## config.mk

```make
export PLATFORM = sky130hd
export DESIGN_NAME = scc_ram
export DESIGN_NICKNAME = d
export VERILOG_FILES = /design/src/rtl/set_assoc_cache_controller_defines.svh /design/src/rtl/scc_ram.sv
export SDC_FILE = /design/constraint.sdc
export NUM_CORES = 1
export LEC_CHECK = 0
export BUFFER_PORTS_ARGS = -buffer_cell sky130_fd_sc_hd__buf_4
export CAP_MARGIN = 20
export CORE_ASPECT_RATIO = 0.6
export CORE_MARGIN = 2
export CORE_UTILIZATION = 25
export CTS_BUF_LIST = sky130_fd_sc_hd__clkbuf_8
export DETAILED_ROUTE_END_ITERATION = 10
export GPL_ROUTABILITY_DRIVEN = 0
export PLACE_DENSITY = 0.39
export SYNTH_ARGS = -nofsm -noshare
export SYNTH_HDL_FRONTEND = slang
export SYNTH_SLANG_ARGS = --single-unit
```

## constraint.sdc

```tcl
create_clock -name i_clk -period 2.3 [get_ports i_clk]
set_clock_uncertainty 0.2 [all_clocks]
set_input_delay 0.575 -clock i_clk [delete_from_list [all_inputs] [get_ports i_clk]]
set_output_delay 0.575 -clock i_clk [all_outputs]
set_load 0.1 [all_outputs]
```

## src/rtl/set_assoc_cache_controller_defines.svh

```systemverilog
// ============================================================================
// Set-associative cache controller: assertion macros
// Concurrent checks on the clock, disabled while reset is low.
// ============================================================================
`ifndef SET_ASSOC_CACHE_CONTROLLER_DEFINES_SVH
`define SET_ASSOC_CACHE_CONTROLLER_DEFINES_SVH

// Same-cycle implication.
`define SCC_ASSERT_NOW(lbl, clk, rstn, ante, cons, msg) \
    lbl: assert property (@(posedge clk) disable iff (!(rstn)) (ante) |-> (cons)) \
        else $error(msg);

// Next-cycle implication.
`define SCC_ASSERT_NEXT(lbl, clk, rstn, ante, cons, msg) \
    lbl: assert property (@(posedge clk) disable iff (!(rstn)) (ante) |=> (cons)) \
        else $error(msg);

`endif

```

## src/rtl/scc_ram.sv

```systemverilog
// ============================================================================
// scc_ram
// Generic single-write, single-read synchronous RAM with registered read.
// ============================================================================
module scc_ram #(
    parameter  int WIDTH  = 8,
    parameter  int DEPTH  = 16,
    localparam int ADDR_W = (DEPTH > 1) ? $clog2(DEPTH) : 1
) (
    input  logic              i_clk,
    input  logic              i_we,
    input  logic [ADDR_W-1:0] i_waddr,
    input  logic [WIDTH-1:0]  i_wdata,
    input  logic              i_re,
    input  logic [ADDR_W-1:0] i_raddr,
    output logic [WIDTH-1:0]  o_rdata
);

    logic [WIDTH-1:0] r_mem [DEPTH];
    logic [WIDTH-1:0] r_rdata;

    always_ff @(posedge i_clk) begin
        if (i_we) begin
            r_mem[i_waddr] <= i_wdata;
        end
        if (i_re) begin
            r_rdata <= r_mem[i_raddr];
        end
    end

    assign o_rdata = r_rdata;

endmodule

```

# Yosys cells after proc, flatten, opt, wreduce, memory -nomap -nowiden
# Memories as Yosys holds them, arrays and structs flattened. A register that Yosys moved wholly into a read port is not among the register bits.
# Cells that the tools add are included.
# classes
n_mux,2
# op_table
op,count
2-to-1 mux 1 bit,2
# totals
regBits,0
ramBits,128
out_inout_bits,8
memories,1
in_bits,19
word_cells,3
# mem_list
name,depth,word_bits,read_ports,rd_ports_with_merged_regs,wr,line,text
r_mem,16,8,1,1,1,scc_ram.sv:19,logic [WIDTH-1:0] r_mem [DEPTH];

# Depth between registers and ports, before layout
# depth
word_depth,2
ltp_mapped,5
ltp_nobuf,3

# Worst setup path after synthesis
# Ideal clock, no wire load.
# synth_timing
path_type,input to register
startpoint,input port i_waddr[2]
endpoint,memory r_mem[0][0] (enable)
path_stages,2
arrival_time_ns,1.685
path_buffers,0
t_required_ns,1.717
setup_ns,0.383
setup_slack_ns,0.032
path_cell_list,or3b_2 -> nor3_1
# synth_rtl
element,line,text
"start, declared",scc_ram.sv:12,"input logic [ADDR_W-1:0] i_waddr,"
"end, declared",scc_ram.sv:19,
# Straight into the memory's write port.

# Final worst setup path
# layout_timing
startpoint,"register r_rdata[6], in the netlist o_rdata[6], read port of r_mem"
endpoint,output port o_rdata[6]
# layout_rtl
element,line,text
"start, declared",scc_ram.sv:20,logic [WIDTH-1:0] r_rdata;
"end, declared",scc_ram.sv:16,output logic [WIDTH-1:0] o_rdata
# No word-level cell between the ends.

==> flow_summary.yaml <==
outcome:
  status: "finished, final reports clean"
sta:
  fin_crit_sh_pct: 87.10
  setup_violations: 0
  worstMarginPinSlew_ps: 863.9
  hold_ws_ps: 257.9
  hold_viol_final: 0
  drv_slew: 0
  final.min_clock_period_ps: 2003
  setup_ws_ps: 296.6
  slew-limit-headroom_pct: 42.19
  rsz0062_at_grt: "false"
  fmax_mhz: 499.2
worst_setup_path:
  criticalPathCategory: "reg2out"
  cp_num_buf_inv: 1
  crit_path_max_incr_delay_ps: 460
  cp_cell_sequence: "buf_4"
  r2r_slack_ps: 520
  crit_path_end_kind: "primary output"
  cp.arrival_ps: 1230
  r2r-end: "o_rdata[7]$_DFFE_PP_"
  cp_max_fo: 1
  reg2reg_depth: 4
  cp.required_ps: 1520
  crit_family: "flip-flops"
  cpMaxStageDelayCell: "edfxtp_1"
  startpoint_type: "flip-flop"
  worstReg2RegStart: "r_mem[3][7]$_DFFE_PP_"
power:
  ir_drop_mv: 0.3477
  switching_power_w: 0.001275
  switching_share_pct: 24.60
  p_leak_nw: 2.089
  power.internal_w: 0.003908
  clkPwrFrac_pct: 38.6
  sequentialPowerShare_pct: 54.2
  power_w: 0.005183
  p_per_area_nw_per_um2: 820.1
  combPwrFrac_pct: 7.2
cells_and_area:
  antenna_cells: 0
  finalNonFillerCells: 579
  fin_area_um2: 6320
  final_nets: 312
  area_growth_pct: 20.90
  drive_above_1_share_pct: 34.31
  num-fill-cells: 1955
floorplanning:
  die-area_um2: 22120
  die_x_um: 190.7
  ios: 27
  initial_utilization_pct: 25.79
  fp.dieH_um: 116.0
  core.rowCount: 40
  coreArea_um2: 20270
drt:
  vias_per_cell: 4.394
  firstDrtPassIters: 4
  drt_wl_total_mm: 12.48
  vias: 2544
  drc: 0
  ant_nets: 0
  wl_per_cell_um: 21.55
  drt_iter0_drc: 176
yosys:
  ys.flop_type: "edfxtp_1"
  synth_edf_count: 136
  synth_seq_area_share_pct: 78.12
  synth_async_sr_flop_share_pct: 0
  synth_nets: 248
  syn_area_per_cell_um2: 22.83
  yosysTopAreaCell: "edfxtp_1"
  synth_top_cell_area_share_pct: 78.12
  ys_seq_elements: 136
  ys_warn_count: 0
  syn_area_um2: 5228
  syn_inst: 229
  synth.distinct_cells: 18
  yosys-top-cells-count: "edfxtp_1 (136), mux4_2 (18), a22oi_1 (16)"
  synthTopCellsByArea: "edfxtp_1 (78%), mux4_2 (7.8%), mux4_1 (7.0%), a22oi_1 (2.3%), nor2_1 (0.93%)"
  yosysMostFrequentCell: "edfxtp_1"
clock_tree:
  clockBufferDepth: 2
  cts_tree: "built"
  h-tree-depth: 4
  cts_resized: 0
  clkLatencyLatePin_ps: 430
  cts_made_buffers: 17
  cts-root-buf: "clkbuf_8"
  clk_pin_slew_ps: 90
  post_cts_buffers: 0
  cts_sinks: 136
  ctsHoldBuffers: 0
flow_run:
  max_cap_violations: 0
global_routing:
  grt_max_degree: 18
  antenna_found_initial: 0
  track_usage_pct: 12.16
  grt.overflow.total: 0
  grt_pass1_vias: 2721
  grt_pass1_wl_mm: 18.40
placed_design:
  pre_cts_slack_ps: -126.4
  port_buffers: 26
  dpl-instance-area_um2: 5921
  place_inst: 547
  hpwl_mm: 8.467
min_path:
  holdCritPathClass: "in2reg"
  holdPathEnd: "r_mem[10][4]$_DFFE_PP_"
  min_delay_path_depth: 1
  min_from: "i_wdata[4]"
[state kept, by name, summed over array words and instances (netlist names)]
| register | flops |
|---|---|
| o_rdata | 8 |
| r_mem | 128 |
[cell families (layout without fill, tap and decap cells)]
kind of cell	Yosys count	in the layout	share of synthesized area, %
DFF	136	136	78.12
muxes	32	32	14.79
and+or+nand+nor	35	35	3.136
AOI/OAI and AO/OA	16	16	2.298
buffers and inverters	10	87	1.651
[cell usage in the layout (no fill, tap or decap)]
master,Yosys,final
buf_12,0,2
nor2b_1,1,1
inv_8,0,1
nand2b_1,2,2
bufinv_16,0,2
clkinv_2,0,1
mux4_2,18,18
nand2_1,9,9
nor2_1,13,13
buf_4,1,53
and2b_1,1,1
nor3_1,4,4
inv_6,0,5
edfxtp_1,136,136
or3b_2,1,1
and2_1,1,1
a22oi_1,16,16
clkinv_4,0,3
nand3_1,1,1
clkbuf_8,0,17
nand3b_1,2,2
clkinvlp_4,0,2
clkinv_1,0,1
mux4_1,14,14
[area by class of cell]
class | count | area, um^2 | area share, %
Clock inverter | 15 | 165.2 | 2.613
Multi-Input combinational cell | 83 | 1057 | 16.73
Clock buffer | 17 | 234.0 | 3.702
Sequential cell | 136 | 4084 | 64.62
Timing Repair Buffer | 55 | 437.9 | 6.929
Tap cell | 273 | 341.6 | 5.405
[worst max path at each step]
stage / slack [ps] / end / depth (start not counted) / from
after floorplan: 30 / r_mem[0][0]$_DFFE_PP_ / 2 / i_waddr[2]
after global placement: -100 / o_rdata[7]$_DFFE_PP_ / 6 / i_raddr[0]
after detailed placement: -130 / o_rdata[7]$_DFFE_PP_ / 6 / i_raddr[0]
after CTS: 270 / o_rdata[6] / 1 / o_rdata[6]$_DFFE_PP_
after global routing: 230 / o_rdata[4] / 1 / o_rdata[4]$_DFFE_PP_
final: 300 / o_rdata[6] / 1 / o_rdata[6]$_DFFE_PP_
[metal layers]
metal / share of wire, % / global-route usage, % / vias to the layer above / wire, um
met5: 0 / 0 / - / 0
met4: 0.30 / 3.876 / 0 / 38
met3: 7.3 / 3.604 / 2 / 915
met2: 40 / 16.36 / 82 / 5051
met1: 52 / 18.52 / 1346 / 6475
li1: - / - / 1114 / -
[stage by stage]
| step | setup TNS, ps | utilization, % |
|---|---|---|
| final | 0 | 31.18 |
| after global routing | 0 | 31.18 |
| after CTS | 0 | 31.18 |
| after detailed placement | -270.2 | 29.21 |
| after global placement | -209.9 | 29.21 |
| after floorplan | 0 | - |
[power groups by stage]
stage                     logic, W  registers (W)  clock network [W]
after detailed placement  0.000384        0.00286                  0
after floorplan           0.000141        0.00294                  0
final                     0.000375        0.00281            0.00200
after global routing      0.000403        0.00281            0.00218
after global placement    0.000381        0.00287                  0
after CTS                 0.000384        0.00281            0.00207
Power figures use the tool's default switching activity.
