--- src/rtl/set_assoc_cache_controller_defines.svh ---
// ============================================================================
// Set-associative cache controller: assertion macros
// Concurrent checks on the clock, disabled while reset is low.
// ============================================================================
`ifndef SET_ASSOC_CACHE_CONTROLLER_DEFINES_SVH
`define SET_ASSOC_CACHE_CONTROLLER_DEFINES_SVH

// Same-cycle implication.
`define SCC_ASSERT_NOW(lbl, clk, rstn, ante, cons, msg) \
    lbl: assert property (@(posedge clk) disable iff (!(rstn)) (ante) |-> (cons)) \
        else $error(msg);

// Next-cycle implication.
`define SCC_ASSERT_NEXT(lbl, clk, rstn, ante, cons, msg) \
    lbl: assert property (@(posedge clk) disable iff (!(rstn)) (ante) |=> (cons)) \
        else $error(msg);

`endif

--- src/rtl/scc_pkg.sv ---
// ============================================================================
// scc_pkg
// Shared constants, register codes and helper types of the cache controller.
// ============================================================================
package scc_pkg;

    localparam int WAYS_DEF     = 4;
    localparam int SETS_DEF     = 64;
    localparam int AGE_BITS_DEF = 16;

    localparam int ADDR_W     = 32;
    localparam int TAG_W      = 32;
    localparam int OUT_WAY_W  = 2;
    localparam int CNT_W      = 32;
    localparam int LFSR_W     = 16;
    localparam int OFFSET_W   = 5;
    localparam int SETB_W     = 3;
    localparam int SHIFT_W    = 6;
    localparam int CFG_IDX_W  = 3;
    localparam int CFG_DATA_W = 8;
    localparam int RND_SHIFT  = 20;

    localparam logic [LFSR_W-1:0] LFSR_SEED = 16'hACE1;
    localparam logic [LFSR_W-1:0] LFSR_MASK = 16'hB400;

    localparam logic [SETB_W-1:0] SET_BITS_RST = 3'd6;

    typedef enum logic [CFG_IDX_W-1:0] {
        CFG_WB_MODE     = 3'd0,
        CFG_RND_REPL    = 3'd1,
        CFG_OFFSET_BITS = 3'd2,
        CFG_SET_BITS    = 3'd3
    } t_cfg_idx;

    typedef struct packed {
        logic hit;
        logic alloc;
        logic main_read;
        logic main_write;
        logic lfsr_step;
    } t_lookup;

    function automatic logic [LFSR_W-1:0] lfsr_next(input logic [LFSR_W-1:0] s);
        return s[0] ? ((s >> 1) ^ LFSR_MASK) : (s >> 1);
    endfunction

endpackage

--- src/rtl/scc_lookup.sv ---
// ============================================================================
// scc_lookup
// Set update: tag match, aging, victim choice and the row to write back.
// ============================================================================
module scc_lookup #(
    parameter  int WAYS     = scc_pkg::WAYS_DEF,
    parameter  int AGE_BITS = scc_pkg::AGE_BITS_DEF,
    localparam int WAY_W    = (WAYS > 1) ? $clog2(WAYS) : 1,
    localparam int LINE_W   = 2 + AGE_BITS + scc_pkg::TAG_W,
    localparam int ROW_W    = WAYS * LINE_W
) (
    input  logic [ROW_W-1:0]          i_row,
    input  logic [scc_pkg::TAG_W-1:0] i_tag,
    input  logic                      i_write,
    input  logic                      i_wb_mode,
    input  logic                      i_rnd_mode,
    input  logic [WAY_W-1:0]          i_rnd_way,
    output logic [ROW_W-1:0]          o_row,
    output logic [WAY_W-1:0]          o_way,
    output scc_pkg::t_lookup          o_res
);

    localparam int TAG_W = scc_pkg::TAG_W;
    localparam logic [AGE_BITS-1:0] AGE_MAX = {AGE_BITS{1'b1}};

    logic                vld   [WAYS];
    logic                drt   [WAYS];
    logic [AGE_BITS-1:0] aged  [WAYS];
    logic [TAG_W-1:0]    tg    [WAYS];
    logic                n_vld [WAYS];
    logic                n_drt [WAYS];
    logic [AGE_BITS-1:0] n_age [WAYS];
    logic [TAG_W-1:0]    n_tg  [WAYS];

    logic                hit_f;
    logic [WAY_W-1:0]    hit_w;
    logic                inv_f;
    logic [WAY_W-1:0]    inv_w;
    logic [WAY_W-1:0]    best_w;
    logic [AGE_BITS-1:0] best_age;
    logic [WAY_W-1:0]    victim;
    logic                alloc;
    logic                wb_write;

    always_comb begin
        for (int w = 0; w < WAYS; w++) begin
            vld[w]  = i_row[w*LINE_W + LINE_W - 1];
            drt[w]  = i_row[w*LINE_W + LINE_W - 2];
            tg[w]   = i_row[w*LINE_W +: TAG_W];
            aged[w] = i_row[w*LINE_W + TAG_W +: AGE_BITS];
            if (vld[w] && aged[w] != AGE_MAX) begin
                aged[w] = aged[w] + AGE_BITS'(1);
            end
        end

        hit_f = 1'b0;
        hit_w = '0;
        inv_f = 1'b0;
        inv_w = '0;
        for (int w = 0; w < WAYS; w++) begin
            if (!hit_f && vld[w] && tg[w] == i_tag) begin
                hit_f = 1'b1;
                hit_w = WAY_W'(w);
            end
            if (!inv_f && !vld[w]) begin
                inv_f = 1'b1;
                inv_w = WAY_W'(w);
            end
        end

        best_w   = '0;
        best_age = aged[0];
        for (int w = 1; w < WAYS; w++) begin
            if (aged[w] > best_age) begin
                best_age = aged[w];
                best_w   = WAY_W'(w);
            end
        end

        alloc  = !hit_f && !(i_write && !i_wb_mode);
        victim = inv_f ? inv_w : (i_rnd_mode ? i_rnd_way : best_w);

        wb_write = 1'b0;
        for (int w = 0; w < WAYS; w++) begin
            n_vld[w] = vld[w];
            n_drt[w] = drt[w];
            n_age[w] = aged[w];
            n_tg[w]  = tg[w];
            if (hit_f && hit_w == WAY_W'(w)) begin
                n_age[w] = '0;
                if (i_write && i_wb_mode) begin
                    n_drt[w] = 1'b1;
                end
            end
            if (alloc && victim == WAY_W'(w)) begin
                wb_write = i_wb_mode && vld[w] && drt[w];
                n_vld[w] = 1'b1;
                n_drt[w] = i_write && i_wb_mode;
                n_age[w] = '0;
                n_tg[w]  = i_tag;
            end
            o_row[w*LINE_W +: LINE_W] = {n_vld[w], n_drt[w], n_age[w], n_tg[w]};
        end

        o_res.hit        = hit_f;
        o_res.alloc      = alloc;
        o_res.main_read  = !hit_f && (!i_write || i_wb_mode);
        o_res.main_write = (i_write && !i_wb_mode) || wb_write;
        o_res.lfsr_step  = alloc && !inv_f && i_rnd_mode;
        o_way            = hit_f ? hit_w : (alloc ? victim : '0);
    end

endmodule
--- config.mk ---
export PLATFORM = sky130hd
export DESIGN_NAME = scc_lookup
export DESIGN_NICKNAME = d
export VERILOG_FILES = /design/src/rtl/set_assoc_cache_controller_defines.svh /design/src/rtl/scc_pkg.sv /design/src/rtl/scc_lookup.sv
export SDC_FILE = /design/constraint.sdc
export NUM_CORES = 1
export LEC_CHECK = 0
export BUFFER_PORTS_ARGS = -buffer_cell sky130_fd_sc_hd__buf_4
export CORE_AREA = 2 2 172 174
export DETAILED_ROUTE_END_ITERATION = 6
export DIE_AREA = 0 0 174 176
export SLEW_MARGIN = 25
export SYNTH_ARGS = -nofsm -noshare
export SYNTH_HDL_FRONTEND = slang
export SYNTH_SLANG_ARGS = --single-unit
--- constraint.sdc ---
create_clock -name vclk -period 16.63
set_clock_uncertainty 0.1 [all_clocks]
set_input_delay 3.326 -clock vclk [all_inputs]
set_output_delay 3.326 -clock vclk [all_outputs]
set_load 0.005 [all_outputs]
Word-level counts from Yosys, hierarchy flattened

Cells that the tools add are included.

Flip-flop bits (word level): 0
Latch bits: 0
Bits in writable memories: 0
Bits in read-only memories: 0
Input port bits: 237
Output and inout port bits: 207
Word-level logic and storage cells: 133
Memories: 0

$add $sub $neg: 4
Multipliers: 0
Divide/modulo/power cells: 0
Magnitude comparators: 3
Eq/ne operators: 14
Shift-type cells: 0
Muxes and demuxes: 59
Bitwise logic cells: 0
Reduce and logical (&&, ||, !) cells: 53

Operator list:

| kind                                                             | count |
|---|---|
| 16-bit 2-to-1 mux                                                | 14 |
| 32-bit == test                                                   | 4 |
| 32-bit 2-to-1 mux                                                | 4 |
| 16-bit by 1-bit adder with 16-bit output (second input constant) | 4 |
| 16-bit inequality test (second input constant)                   | 4 |
| 16-bit > comparator                                              | 3 |
| 1-bit logical AND                                                | 36 |
| 1-bit 2-to-1 mux                                                 | 31 |
| 2-bit 2-to-1 mux                                                 | 10 |
| 1-bit zero test                                                  | 13 |
| 2-bit == test (second input constant)                            | 4 |
| 2-bit by 1-bit == test with 1-bit output (second input constant) | 2 |
| 2-bit zero test                                                  | 2 |
| 1-bit logical OR                                                 | 2 |

Depth between registers and ports, before layout

Word-level depth: 23
Gate-level depth with buffers: 38
Mapped depth without buffers: 33

Worst setup path after synthesis

OpenSTA, ideal clock, no wires.

Path kind: input to output
Start: input port i_row[82]
End: output port o_row[173]
Arrival: 11.235 ns
Path slack: 1.969 ns
Stages on the path: 35
Path buffers: 4
Cells stage by stage: ha_1 nand4_2 o41ai_4 nor3_1 nor3b_1 nand4_1 xor2_1 inv_1 ha_1 nand3_1 nor4_1 and4_1 nand3_1 mux2_2 nand2_2 buf_4 mux2_2 ha_1 nand4_1 nor4_1 a21bo_2 a31oi_1 clkbuf_1 clkbuf_1 nand2_1 o21a_1 ha_1 o21ai_0 a211o_1 a41o_1 a2bb2oi_1 nand2_1 nor4_2 clkbuf_1 mux2_2

Cells in the longest elaborated chain, start to end: 14

Ends and longest elaborated chain:

| item                                                                                             | line             | source |
|---|---|---|
| start: declaration                                                                               | scc_lookup.sv:12 | `input logic [ROW_W-1:0] i_row,` |
| parallel branches: the longest is 2 deep, another holds 16-bit by 1-bit adder with 16-bit output | --               |  |
| 16-bit 2-to-1 mux *                                                                              | scc_lookup.sv:51 | `if (vld[w] && aged[w] != AGE_MAX) begin` |
| 16-bit > comparator                                                                              | scc_lookup.sv:74 | `if (aged[w] > best_age) begin` |
| 16-bit 2-to-1 mux                                                                                | scc_lookup.sv:74 |  |
| 16-bit > comparator                                                                              | scc_lookup.sv:74 |  |
| 16-bit 2-to-1 mux                                                                                | scc_lookup.sv:74 |  |
| 16-bit > comparator                                                                              | scc_lookup.sv:74 |  |
| 2-bit 2-to-1 mux *                                                                               | scc_lookup.sv:74 |  |
| 2-bit 2-to-1 mux * (2 in a row)                                                                  | scc_lookup.sv:81 | `victim = inv_f ? inv_w : (i_rnd_mode ? i_rnd_way : best_w);` |
| 2-bit == test *                                                                                  | scc_lookup.sv:95 | `if (alloc && victim == WAY_W'(w)) begin` |
| 1-bit logical AND *                                                                              | scc_lookup.sv:95 |  |
| 32-bit 2-to-1 mux *                                                                              | scc_lookup.sv:95 |  |
| end: declaration                                                                                 | scc_lookup.sv:18 | `output logic [ROW_W-1:0] o_row,` |

Mark *: on every way between the ends.

Final worst setup path

Start: input port i_row[82]
End: output port o_row[60]

Cells in the longest elaborated chain, start to end: 14

Ends and longest elaborated chain:

| item                                                                                             | line |
|---|---|
| parallel branches: the longest is 2 deep, another holds 16-bit by 1-bit adder with 16-bit output | -- |
| 16-bit 2-to-1 mux *                                                                              | scc_lookup.sv:51 |
| 16-bit > comparator                                                                              | scc_lookup.sv:74 |
| 16-bit 2-to-1 mux                                                                                | scc_lookup.sv:74 |
| 16-bit > comparator                                                                              | scc_lookup.sv:74 |
| 16-bit 2-to-1 mux                                                                                | scc_lookup.sv:74 |
| 16-bit > comparator                                                                              | scc_lookup.sv:74 |
| 2-bit 2-to-1 mux *                                                                               | scc_lookup.sv:74 |
| 2-bit 2-to-1 mux * (2 in a row)                                                                  | scc_lookup.sv:81 |
| 2-bit by 1-bit == test with 1-bit output *                                                       | scc_lookup.sv:95 |
| 1-bit logical AND *                                                                              | scc_lookup.sv:95 |
| 32-bit 2-to-1 mux *                                                                              | scc_lookup.sv:95 |

Marks and branches as above.

==> results.md <==
* Maxcap violations at 0
* DIE AREA at 30,600 sq um
* PwrDens at 36.0 nW/um^2
* # nets final at 1,594
* Congestion Overflow GR at 0
* Post-DP HPWL at 34,100 um
* Cts hold-fix bufs at 0
* Vias in the first global route at 8,655
* Initial DRT Pass Iterations at 5
* Final Hold Viols at 0
* Routability congestion estimate from global placement at 0.957
* LEAKAGE at 5.06 nW
* Area grow syn2layout at 49.1%
* DR iter-0 viols at 624
* Worst slew pin tran at 0.678 ns
* Io pins at 444
* Synthesized Nets at 1,198
* Drt wl/cell at 22.9 um
* Vias/cell at 5.16
* Seq. cell area at 0 sq um
* Setup violations, final at 0
* RSZ-0062 raised after global routing: false
* DP Area at 10,800 sq um
* Final period utilization at 95.3%
* Register area share after synthesis at 0%
* Min-Delay Path Class: input pin to output port
* Post-CTS sizing at 0
* Fin area at 10,800 sq um
* Worst Path Buf+Inv at 6
* Via count at 8,706
* Crit path launch type: input pin
* Crit path max-delay family: simple AND/OR/NAND/NOR gates
* First-pass GRT wire length at 54,000 um
* Achievable Freq at 0.0631 GHz
* Critical path startpoint: i_row[82]
* Slowest cell delay on critical path at 0.69 ns
* CP Max Fanout at 15
* DRC viols at 0
* Port Buffers at 444
* Tmin final at 15.85 ns
* Yosys warns at 0
* Fraction of layout cells with a size suffix above 1 at 47.4%
* Starting density of the core at 25.3%
* Required @ worst endpoint at 13.20 ns
* Seq_cells at 0
* Total global-route track usage at 23.3%
* N_diodes at 0
* Peak VDD IR at 19.4 uV
* Post-Syn Area at 7230 sq um
* CP arrival at 12.42 ns
* Synthesized instance count at 910
* Crit path capture type: output port
* Die X-Extent at 174 um
* Status: finished, final reports clean
* Setup TNS Final at 0 ns
* Commonest non-fill, non-tap cell in the layout: buf_4
* Row Count at 62
* Power, Total at 389 uW
* Post-DRT Antenna Nets at 0
* Hold path startpoint: i_row[98]
* Relative slew margins at 54.8%
* Filler cells at 3,043
* Average size of a mapped cell at 7.95 sq um
* Distinct cells, synth at 67
* Slowest stage cell on the critical path: or3_2
* Core Footprint at 28,500 sq um
* Crit Path Class: input pin to output port
* Die height at 176 um
* Multi-input logic area at 6780 sq um
* WL final at 38,700 um
* CLK BUF at 0
* Antenna violations before repair at 0
* Pins Over Slew Limit at 0
* Largest net degree at the start of global routing at 35
* Setup Buffers After CTS at 0
* Most frequent cells in the layout: buf_4 (453), xor2_1 (140), mux2_2 (84), nor2_1 (56), mux2_4 (56)
==> cell usage after synthesis, types with 5 or more instances <==
cell type,count,area (sq um)
and3_1,9,56.3
nand2_1,50,188
nor2b_1,32,200
o21ai_0,7,35.0
o21a_1,9,67.6
and4_1,8,70.1
mux2i_1,15,150
inv_1,34,128
mux2_4,56,841
nand4_1,35,219
xnor2_1,46,403
nand3_1,44,220
nor4_1,55,344
xor2_1,140,1230
nor3_1,15,75.1
or3_1,7,43.8
a21oi_1,17,85.1
mux2_2,84,946
clkbuf_1,9,33.8
buf_2,39,195
nand2b_1,9,56.3
nor2_1,56,210
nand4b_1,5,43.8
ha_1,51,638
==> metrics by stage <==
step / setup slack [ns] / std cells / utilization [%] / hold WS (ns)
after floorplan: 1.97 / 910 / - / 6.64
after global placement: 0.851 / 1687 / 37.7 / 6.85
after detailed placement: 0.744 / 1687 / 37.7 / 6.85
after CTS: 0.693 / 1687 / 37.7 / 6.85
after global routing: 0.00112 / 1688 / 37.8 / 6.86
final: 0.784 / 1688 / 37.8 / 6.85
==> per-layer routing <==
metal,vias to the layer above,routed length [um],track usage (%)
met3,63,2240,2.76
met5,-,0,0
met4,0,1470,7.49
li1,4087,-,-
met2,424,20200,45.3
met1,4132,14800,26.4
==> tightest hold or removal path: cells and delay by family <==
family          cells  cell delay [ns]
buf+inv             2             0.19
compound gates      1             0.11
==> final cells by class <==
| class | count | share of cell area [%] |
|---|---|---|
| multi-input combinational | 817 | 62.8 |
| timing repair buffer | 453 | 31.5 |
| tap | 384 | 4.45 |
| inverter | 34 | 1.18 |
==> kinds of logic (layout without fill, tap and decap cells) <==
| kind of cell | Yosys count | after routing | share of synthesized area (%) |
|---|---|---|---|
| compound gates | 71 | 71 | 7.75 |
| xor+xnor | 186 | 186 | 22.5 |
| simple gates | 352 | 353 | 27.1 |
| fa+ha+maj | 51 | 51 | 8.82 |
| mux | 156 | 156 | 26.9 |
| buf+inv | 94 | 487 | 6.85 |
==> where the power goes <==
group	switching [mW]	internal, mW
logic	0.196	0.193
registers	0	0
clock network	0	0
total	0.196	0.193
==> final timing paths <==
kind	endpoint	slack, ns	depth (start not counted)
hold / removal	o_row[98]	6.85	3
setup / recovery	o_row[60]	0.78	36
Note: power is estimated with default switching activity, not from simulation.
