## src/rtl/set_assoc_cache_controller_defines.svh

```systemverilog
// ============================================================================
// Set-associative cache controller: assertion macros
// Concurrent checks on the clock, disabled while reset is low.
// ============================================================================
`ifndef SET_ASSOC_CACHE_CONTROLLER_DEFINES_SVH
`define SET_ASSOC_CACHE_CONTROLLER_DEFINES_SVH

// Same-cycle implication.
`define SCC_ASSERT_NOW(lbl, clk, rstn, ante, cons, msg) \
    lbl: assert property (@(posedge clk) disable iff (!(rstn)) (ante) |-> (cons)) \
        else $error(msg);

// Next-cycle implication.
`define SCC_ASSERT_NEXT(lbl, clk, rstn, ante, cons, msg) \
    lbl: assert property (@(posedge clk) disable iff (!(rstn)) (ante) |=> (cons)) \
        else $error(msg);

`endif

```

## src/rtl/scc_pkg.sv

```systemverilog
// ============================================================================
// scc_pkg
// Shared constants, register codes and helper types of the cache controller.
// ============================================================================
package scc_pkg;

    localparam int WAYS_DEF     = 4;
    localparam int SETS_DEF     = 64;
    localparam int AGE_BITS_DEF = 16;

    localparam int ADDR_W     = 32;
    localparam int TAG_W      = 32;
    localparam int OUT_WAY_W  = 2;
    localparam int CNT_W      = 32;
    localparam int LFSR_W     = 16;
    localparam int OFFSET_W   = 5;
    localparam int SETB_W     = 3;
    localparam int SHIFT_W    = 6;
    localparam int CFG_IDX_W  = 3;
    localparam int CFG_DATA_W = 8;
    localparam int RND_SHIFT  = 20;

    localparam logic [LFSR_W-1:0] LFSR_SEED = 16'hACE1;
    localparam logic [LFSR_W-1:0] LFSR_MASK = 16'hB400;

    localparam logic [SETB_W-1:0] SET_BITS_RST = 3'd6;

    typedef enum logic [CFG_IDX_W-1:0] {
        CFG_WB_MODE     = 3'd0,
        CFG_RND_REPL    = 3'd1,
        CFG_OFFSET_BITS = 3'd2,
        CFG_SET_BITS    = 3'd3
    } t_cfg_idx;

    typedef struct packed {
        logic hit;
        logic alloc;
        logic main_read;
        logic main_write;
        logic lfsr_step;
    } t_lookup;

    function automatic logic [LFSR_W-1:0] lfsr_next(input logic [LFSR_W-1:0] s);
        return s[0] ? ((s >> 1) ^ LFSR_MASK) : (s >> 1);
    endfunction

endpackage

```

## src/rtl/scc_addr.sv

```systemverilog
// ============================================================================
// scc_addr
// Address split: skip the block offset, extract set index and tag.
// ============================================================================
module scc_addr #(
    parameter  int SETS  = scc_pkg::SETS_DEF,
    localparam int SET_W = (SETS > 1) ? $clog2(SETS) : 1
) (
    input  logic [scc_pkg::ADDR_W-1:0]   i_address,
    input  logic [scc_pkg::OFFSET_W-1:0] i_offset_bits,
    input  logic [scc_pkg::SETB_W-1:0]   i_set_bits,
    output logic [SET_W-1:0]             o_set,
    output logic [scc_pkg::TAG_W-1:0]    o_tag
);

    localparam int MAX_SB = $clog2(SETS + 1) - 1;

    logic [scc_pkg::SETB_W-1:0]  sb;
    logic [scc_pkg::ADDR_W-1:0]  shifted;
    logic [scc_pkg::ADDR_W-1:0]  mask;
    logic [scc_pkg::SHIFT_W-1:0] total;

    always_comb begin
        sb = i_set_bits;
        if (int'(i_set_bits) > MAX_SB) begin
            sb = scc_pkg::SETB_W'(MAX_SB);
        end
        shifted = i_address >> i_offset_bits;
        mask    = (scc_pkg::ADDR_W'(1) << sb) - scc_pkg::ADDR_W'(1);
        o_set   = SET_W'(shifted & mask);
        total   = scc_pkg::SHIFT_W'(i_offset_bits) + scc_pkg::SHIFT_W'(sb);
        o_tag   = (total >= scc_pkg::SHIFT_W'(scc_pkg::TAG_W)) ? '0
                : scc_pkg::TAG_W'(i_address >> total);
    end

endmodule

```

## config.mk

```make
export PLATFORM = sky130hd
export DESIGN_NAME = scc_addr
export DESIGN_NICKNAME = d
export VERILOG_FILES = /design/src/rtl/set_assoc_cache_controller_defines.svh /design/src/rtl/scc_pkg.sv /design/src/rtl/scc_addr.sv
export SDC_FILE = /design/constraint.sdc
export NUM_CORES = 1
export LEC_CHECK = 0
export BUFFER_PORTS_ARGS = -buffer_cell sky130_fd_sc_hd__buf_4
export CELL_PAD_IN_SITES_DETAIL_PLACEMENT = 0
export CELL_PAD_IN_SITES_GLOBAL_PLACEMENT = 2
export CORE_ASPECT_RATIO = 1.25
export CORE_MARGIN = 8
export CORE_UTILIZATION = 36
export DETAILED_ROUTE_END_ITERATION = 16
export PLACE_DENSITY = 0.95
export SLEW_MARGIN = 10
export SYNTH_ARGS = -nofsm -noshare
export SYNTH_HDL_FRONTEND = slang
export SYNTH_SLANG_ARGS = --single-unit
export TNS_END_PERCENT = 30
```

## constraint.sdc

```tcl
create_clock -name vclk -period 7.7
set_input_delay 1.155 -clock vclk [all_inputs]
set_output_delay 1.155 -clock vclk [all_outputs]
set_load 0.005 [all_outputs]
```

# [After elaboration in Yosys (flattened, before gate mapping)]
# Cells that the tools add are included.
[word_totals] word_cells=10 regBits=0 in_bits=40 output_inout_bits=38
[op_classes] n_mux=2 n_lt_le_gt_ge=2 add_sub_neg=2 bitwise=1 n_shift=3
[ops] op="$mux 32" n=1
[ops] op="$shr 32x5->6" n=1
[ops] op="$shr 32x6->32" n=1
[ops] op="$add 5x3->6" n=1
[ops] op="$and 6x6->6" n=1
[ops] op="$ge 6x6->1 const B" n=1
[ops] op="$shl 1x3->6 const A" n=1
[ops] op="$sub 6x2->6 const B" n=1
[ops] op="$gt 3x3->1 const B" n=1
[ops] op="$mux 3" n=1

# [Logic depth before layout (Yosys ltp)]
# Gate-level depths: netlist (run 1).
[depth] ltp_word=5 depth_mapped=12 ltp_nobuf=10

# [Worst setup path after synthesis (run 1)]
# OpenSTA, ideal clock, no wires.
[synth_path] path_kind="in2out" from="input port i_offset_bits[1] in the netlist's numbering" to="output port o_tag[10] in the netlist's numbering" cell_stages=9 arrival_time_ps=3406 required_ps=6545 path_buffers=3 setup_slack_ps=3139 path_cell_list="buf_6 clkinv_1 fa_1 buf_2 buf_2 mux2i_1 inv_1 mux4_2 a21oi_1"
[synth_via] elab_chain_cells=3 elab_cells_between_ends=4 cone_classes="add/sub: 1; order compare: 1; shift: 1; mux: 1"
[synth_lines] item="from (decl)" line="scc_addr.sv:10" text="input logic [scc_pkg::OFFSET_W-1:0] i_offset_bits,"
[synth_lines] item="$add 5x3->6 (*)" line="scc_addr.sv:31" text="total = scc_pkg::SHIFT_W'(i_offset_bits) + scc_pkg::SHIFT_W'(sb);"
[synth_lines] item="$shr 32x6->32 / $ge 6x6->1 (equally long branches)" line="scc_addr.sv:33, scc_addr.sv:32"
[synth_lines] item="$mux 32 (*)" line="scc_addr.sv:32" text="o_tag = (total >= scc_pkg::SHIFT_W'(scc_pkg::TAG_W)) ? '0"
[synth_lines] item="to (decl)" line="scc_addr.sv:13" text="output logic [scc_pkg::TAG_W-1:0] o_tag"
# Mark *: on every way between the ends. The rest lies on a longest branch, timed or not.

# [Worst setup path after layout (run 1)]
# Ends and elaborated chain as after synthesis.

==> results of run 1 <==
worst min path at each step:
stage,to,slack [ns]
6_report,o_set[1],2.69
5_1_grt,o_set[1],2.71
4_1_cts,o_set[1],2.69
3_5_place_dp,o_set[1],2.69
3_3_place_gp,o_set[1],2.69
2_1_floorplan,o_set[4],2.41
cell usage in the layout, fill, tap and decap left out, drive strengths merged, types with 2 or more instances in the layout:
cell type / n
o32ai: 6
xor2: 3
nand3: 2
inv: 9
o22ai: 5
a311oi: 3
a211oi: 12
o211ai: 3
nor2b: 4
nor3: 7
xnor2: 2
buf: 85
a21oi: 18
and3: 3
o221ai: 2
mux2: 16
a21o: 2
ha: 3
nor2: 39
mux2i: 60
o21ai: 23
mux4: 37
and2: 3
or3: 2
nand2: 52
nand2b: 4
a21boi: 2
metal layers:
metal	wire length (um)	global-route usage [%]
met3	486	2.12
met5	0	0
met1	4400	20.3
met4	224	3.98
met2	5450	30.6
kinds of logic (layout without fill, tap and decap cells):
logic type / Yosys count / after routing / synth area share, %
compound gates: 86 / 86 / 18.3
xor+xnor: 5 / 5 / 2.08
fa+ha+maj: 4 / 4 / 1.81
buf+inv: 46 / 95 / 9.35
mux: 113 / 113 / 52.1
simple gates: 121 / 121 / 16.4
Yosys cell counts, drive strengths merged, types with 2 or more instances:
master,count
a21oi,18
nand2b,4
o21ai,23
o32ai,6
mux2i,60
nor3,7
nor2,39
a311oi,3
buf,27
o221ai,2
nand3,2
o22ai,5
xnor2,2
nor2b,4
a21boi,2
ha,3
mux2,16
clkbuf,8
xor2,3
o211ai,3
a21o,2
or3,2
inv,9
a211oi,12
nand2,52
and3,3
mux4,37
and2,3
per-stage QoR:
stage / hold WS, ns / worst slack, ns
2_1_floorplan: 2.41 / 3.14
3_3_place_gp: 2.69 / 2.19
3_5_place_dp: 2.69 / 2.14
4_1_cts: 2.69 / 2.14
5_1_grt: 2.71 / 1.89
6_report: 2.69 / 2.14
layout make-up:
| type | count | area share, % |
|---|---|---|
| timing repair buffer | 85 | 17.2 |
| inverter | 10 | 1.01 |
| tap | 120 | 4.04 |
| multi-input combinational | 329 | 77.8 |
report_power, final:
part	internal (mW)	switching [mW]
clock network	0	0
registers	0	0
logic	0.208	0.235
total	0.208	0.235
==> results.toml, run 1 <==
[power]
p_leak_nw = 1.64
ir_drop_mv = 0.0610
power_density_nw_per_um2 = 119
finalPower_mw = 0.443

[route]
avgRoutedWirePerCell_um = 19.4
drtAntennaViolNets = 0
drt_pass1_iterations = 5
drt-initial-drc-count = 134
vias_per_cell = 5.91
vias = 3217
drc = 0
routed_wirelength_mm = 10.6

[yosys]
syn_inst = 375
synth.avg_cell_area_sq_um = 8.49
ys_seq_area_share_pct = 0
ys_types = 56
synth.cell_area_sq_um = 3180
synth_area_leaders = "mux2i_1, mux4_2, mux4_1"
syn-num-nets = 419
yosys_warnings = 0
netlist.area_leader.share_pct = 18.9
yosysTopAreaCell = "mux2i_1"

[global_routing]
grt_pass1_vias = 3358
grt_pass1_wl_mm = 17.0
grt_max_degree = 37
grt_usage_pct = 16.8
antenna_found_initial = 0
overflow = 0

[die]
start_util_pct = 36.8
rows = 38
coreArea_sq_um = 8650
die_area_sq_um = 12100
die_x_um = 100
die_y_um = 121
ios = 78

[worst_setup_path]
crit_path_frequent_cell = "buf_4"
cp_num_buf_inv = 4
crit_path_max_fanout = 29
crit_arrival_ns = 4.41
cp-start-kind = "input port"
crit_end = "o_tag[10]"
cpMaxStageDelayCell = "xor2_2"
crit_type = "input port to primary output"
cp.depth = 8
startpoint = "i_offset_bits[1]"
crit_path_max_incr_delay_ns = 0.82
cp_top_family = "buffers and inverters"
cp.required_ns = 6.55
path_cells = "buf_4 > clkinv_1 > fa_1 > xor2_2 > buf_4 > mux4_2 > a21oi_1 > buf_4"
end_kind = "primary output"

[finish]
ff_latch_area_sq_um = 0
final_area_sq_um = 3710
diodes = 0
finalNonFillerCells = 544
drive_above_1_share_pct = 31.4
nFillCells = 938
multi_input_area_sq_um = 2890
nFlopsAndLatches = 0
final_core_utilization_pct = 42.9
nNetsFinal = 470
nClkBuffers = 0
syn_to_final_growth_pct = 16.6

[sta]
layout_min_cycle_time_ns = 5.56
finalSetupTns_ns = 0
fmax_mhz = 180
tightestPinTransition_ns = 1.02
finalCritPeriodShare_pct = 72.3
hold_viol_final = 0
rsz0062_at_grt = "no"
finalSetupViolCount = 0
slew_viol_final = 0
relSlewSlack_pct = 32.0

[place]
gp_congestion = 0.867
portBuffers = 78
hpwl_mm = 8.47
place_inst = 544
place_area_sq_um = 3710

[job]
maxCapViolCount = 0

[hold_path]
hold_path.startpoint = "i_set_bits[2]"
hp-class = "input port to primary output"
whs_path_depth = 4

[clocking]
cts_hold_buf = 0
post_cts_buffers = 0
ctsResizeCount = 0

[outcome]
status = "finished clean"
No activity file was read; power rests on OpenSTA's default activity.
==> run 2: changes to the inputs <==
--- a/config.mk
+++ b/config.mk
@@ -10,9 +10,9 @@
 export CELL_PAD_IN_SITES_GLOBAL_PLACEMENT = 2
 export CORE_ASPECT_RATIO = 1.25
 export CORE_MARGIN = 8
-export CORE_UTILIZATION = 36
+export CORE_UTILIZATION = 30
 export DETAILED_ROUTE_END_ITERATION = 16
-export PLACE_DENSITY = 0.95
+export PLACE_DENSITY = 0.9
 export SLEW_MARGIN = 10
 export SYNTH_ARGS = -nofsm -noshare
 export SYNTH_HDL_FRONTEND = slang
==> constraint.sdc (replaced) <==
create_clock -name vclk -period 4.8
set_input_delay 0.72 -clock vclk [all_inputs]
set_output_delay 0.72 -clock vclk [all_outputs]
set_load 0.005 [all_outputs]
==> results.toml, run 2 (synthesis results as in run 1) <==
[sta]
tightestPinTransition_ns = 0.763
layout_min_cycle_time_ns = 4.26
finalSetupViolCount = 0
rsz0062_at_grt = "no"
relSlewSlack_pct = 49.1
slew_viol_final = 0
finalCritPeriodShare_pct = 88.8
finalSetupTns_ns = 0
hold_viol_final = 0
fmax_mhz = 235

[die]
start_util_pct = 30.4
die_y_um = 131
ios = 78
die_area_sq_um = 14200
die_x_um = 108
rows = 42
coreArea_sq_um = 10500

[worst_setup_path]
cp_top_family = "multiplexers"
crit_arrival_ns = 3.54
path_cells = "buf_4 > a21boi_0 > ha_1 > inv_1 > fa_1 > buf_4 > mux2_2 > mux4_2 > a211oi_1 > buf_4"
crit_path_max_incr_delay_ns = 0.60
crit_type = "input port to primary output"
cp.required_ns = 4.08
cp-start-kind = "input port"
end_kind = "primary output"
crit_path_frequent_cell = "buf_4"
crit_path_max_fanout = 24
cp_num_buf_inv = 4
cpMaxStageDelayCell = "fa_1"

[global_routing]
grt_usage_pct = 14.9
grt_max_degree = 35
grt_pass1_wl_mm = 17.8
overflow = 0
antenna_found_initial = 0
grt_pass1_vias = 3375

[route]
drt_pass1_iterations = 5
vias = 3281
drc = 0
avgRoutedWirePerCell_um = 19.7
drt-initial-drc-count = 189
drtAntennaViolNets = 0
routed_wirelength_mm = 11.1
vias_per_cell = 5.82

[finish]
final_cell_mix = "buf_4, mux2i_1, nand2_1"
drive_above_1_share_pct = 32.6
ff_latch_area_sq_um = 0
nNetsFinal = 478
diodes = 0
nFlopsAndLatches = 0
finalNonFillerCells = 564
syn_to_final_growth_pct = 18.9
multi_input_area_sq_um = 2890
mostFrequentLayoutCell = "buf_4"
nClkBuffers = 0
nFillCells = 1090

[power]
p_leak_nw = 1.67
power_density_nw_per_um2 = 193
finalPower_mw = 0.731
ir_drop_mv = 0.109

[outcome]
status = "finished clean"

[place]
gp_congestion = 0.919
place_inst = 564
portBuffers = 78
hpwl_mm = 8.90

[clocking]
post_cts_buffers = 0
ctsResizeCount = 0
cts_hold_buf = 0

[hold_path]
whs_path_depth = 3
hold_path_end = "o_set[5]"
hp-class = "input port to primary output"
hold_path.startpoint = "i_set_bits[1]"

[job]
maxCapViolCount = 0
run 2: worst max-delay path by stage:
stage	start	to	depth (start not counted)
2_1_floorplan	i_offset_bits[1]	o_tag[10]	9
3_3_place_gp	i_set_bits[2]	o_tag[12]	10
3_5_place_dp	i_set_bits[2]	o_tag[12]	10
4_1_cts	i_set_bits[2]	o_tag[12]	10
5_1_grt	i_set_bits[2]	o_tag[10]	11
6_report	i_set_bits[2]	o_tag[12]	10
run 2: cell type report:
type                            instances  area share (%)
Timing Repair Buffer                   93            18.4
Tap cell                              132            4.36
Multi-Input combinational cell        329            76.2
Inverter                               10           0.991
run 2: where the power goes:
part	total (mW)	internal, mW	switching, mW
clock	0	0	0
combinational	0.731	0.344	0.387
sequential	0	0	0
run 2: metrics by stage:
| step | hold slack (ns) | area, sq um | util (%) | setup slack (ns) |
|---|---|---|---|---|
| after floorplan | 1.54 | 3180 | - | 1.11 |
| after global placement | 1.82 | 3790 | 36.2 | 0.586 |
| after detailed placement | 1.82 | 3790 | 36.2 | 0.544 |
| after CTS | 1.83 | 3790 | 36.2 | 0.545 |
| after global routing | 1.84 | 3790 | 36.2 | 0.387 |
| final | 1.83 | 3790 | 36.2 | 0.539 |
run 2: layer usage:
| layer | vias to the layer above | track usage [%] | wire length (um) |
|---|---|---|---|
| met4 | 0 | 4.10 | 269 |
| met5 | - | 0 | 0 |
| met3 | 18 | 1.96 | 821 |
| met1 | 1575 | 19.0 | 4550 |
| met2 | 125 | 25.2 | 5450 |
| li1 | 1563 | - | - |
==> run 3: changes to the inputs <==
--- a/config.mk
+++ b/config.mk
@@ -13,6 +13,7 @@
 export CORE_UTILIZATION = 30
 export DETAILED_ROUTE_END_ITERATION = 16
 export PLACE_DENSITY = 0.9
+export RECOVER_POWER = 100
 export SLEW_MARGIN = 10
 export SYNTH_ARGS = -nofsm -noshare
 export SYNTH_HDL_FRONTEND = slang
==> results.toml, run 3 (synthesis results as in run 1) <==
[global_routing]
grt_pass1_vias = 3375
grt_usage_pct = 14.9
grt_use_met3_pct = 1.96
overflow = 0
antenna_found_initial = 0
grt_pass1_wl_mm = 17.8
grt.busiest_layer = "met2"
met2_usage_pct = 25.2
grt_max_degree = 35
grt.met1_usage_pct = 19.0

[finish]
nClkBuffers = 0
nNetsFinal = 478
final_cell_mix = "buf_4, mux2i_1, nand2_1"
final_core_utilization_pct = 35.9
syn_to_final_growth_pct = 17.8
mostFrequentLayoutCell = "buf_4"
nFlopsAndLatches = 0
drive_above_1_share_pct = 30.6
diodes = 0
ff_latch_area_sq_um = 0
nFillCells = 1104
multi_input_area_sq_um = 2870

[die]
ios = 78
rows = 42
start_util_pct = 30.4
die_area_sq_um = 14200
coreArea_sq_um = 10500
die_y_um = 131
die_x_um = 108

[sta]
slew_viol_final = 0
tightestPinTransition_ns = 0.954
finalSetupTns_ns = 0
fmax_mhz = 222
relSlewSlack_pct = 36.4
hold_viol_final = 0
rsz0062_at_grt = "no"
finalCritPeriodShare_pct = 93.8
layout_min_cycle_time_ns = 4.50
finalSetupViolCount = 0

[clocking]
cts_hold_buf = 0
ctsResizeCount = 0
post_cts_buffers = 0

[route]
drt-initial-drc-count = 190
drc = 0
avgRoutedWirePerCell_um = 19.6
vias = 3266
drtAntennaViolNets = 0
vias_per_cell = 5.79
drt_pass1_iterations = 4
routed_wirelength_mm = 11.1

[place]
gp_congestion = 0.919
hpwl_mm = 8.90
portBuffers = 78

[worst_setup_path]
end_kind = "primary output"
crit_type = "input port to primary output"
crit_path_max_fanout = 10
cp-start-kind = "input port"
crit_arrival_ns = 3.78
cp.required_ns = 4.08

[power]
power_density_nw_per_um2 = 192
ir_drop_mv = 0.106
p_leak_nw = 1.65
finalPower_mw = 0.720

[job]
maxCapViolCount = 0

[outcome]
status = "finished clean"

[hold_path]
hp-class = "input port to primary output"
-- run 3: worst paths after layout --
| check | cells past startpoint | start | slack, ns | to |
|---|---|---|---|---|
| setup / recovery | 13 | i_set_bits[2] | 0.30 | o_tag[13] |
| hold / removal | 3 | i_set_bits[2] | 1.81 | o_set[3] |
-- run 3: layout make-up --
type / instances / area share, %
inverter: 10 / 1.00
timing repair buffer: 93 / 18.1
tap: 132 / 4.40
multi-input combinational: 329 / 76.5
-- run 3: critical path: stages --
cell	delay (ns)
buf_4	0.14
a21boi_0	0.21
ha_1	0.21
inv_1	0.06
fa_1	0.47
nor2b_1	0.14
o21ai_0	0.09
xor2_1	0.52
clkbuf_1	0.36
nand2b_1	0.15
a21boi_0	0.14
a311oi_1	0.37
buf_4	0.18
-- run 3: where the power goes --
group          leakage (nW)  switching [mW]  internal [mW]  total (mW)
sequential                0               0              0           0
combinational          1.65           0.386          0.334       0.720
clock                     0               0              0           0
-- run 3: metal layers --
layer	share of wire [%]	up-vias
met1	42	1568
met5	0	-
met4	2.5	0
met3	6.5	20
li1	-	1562
met2	49	116
-- run 3: metrics by stage --
| step | instance area (sq um) | worst slack (ns) | instances | hold slack, ns |
|---|---|---|---|---|
| 6_report | 3750 | 0.295 | 564 | 1.81 |
| 5_1_grt | 3750 | 0.195 | 564 | 1.82 |
| 4_1_cts | 3790 | 0.545 | 564 | 1.83 |
| 3_5_place_dp | 3790 | 0.544 | 564 | 1.82 |
| 3_3_place_gp | 3790 | 0.586 | 564 | 1.82 |
| 2_1_floorplan | 3180 | 1.11 | 375 | 1.54 |
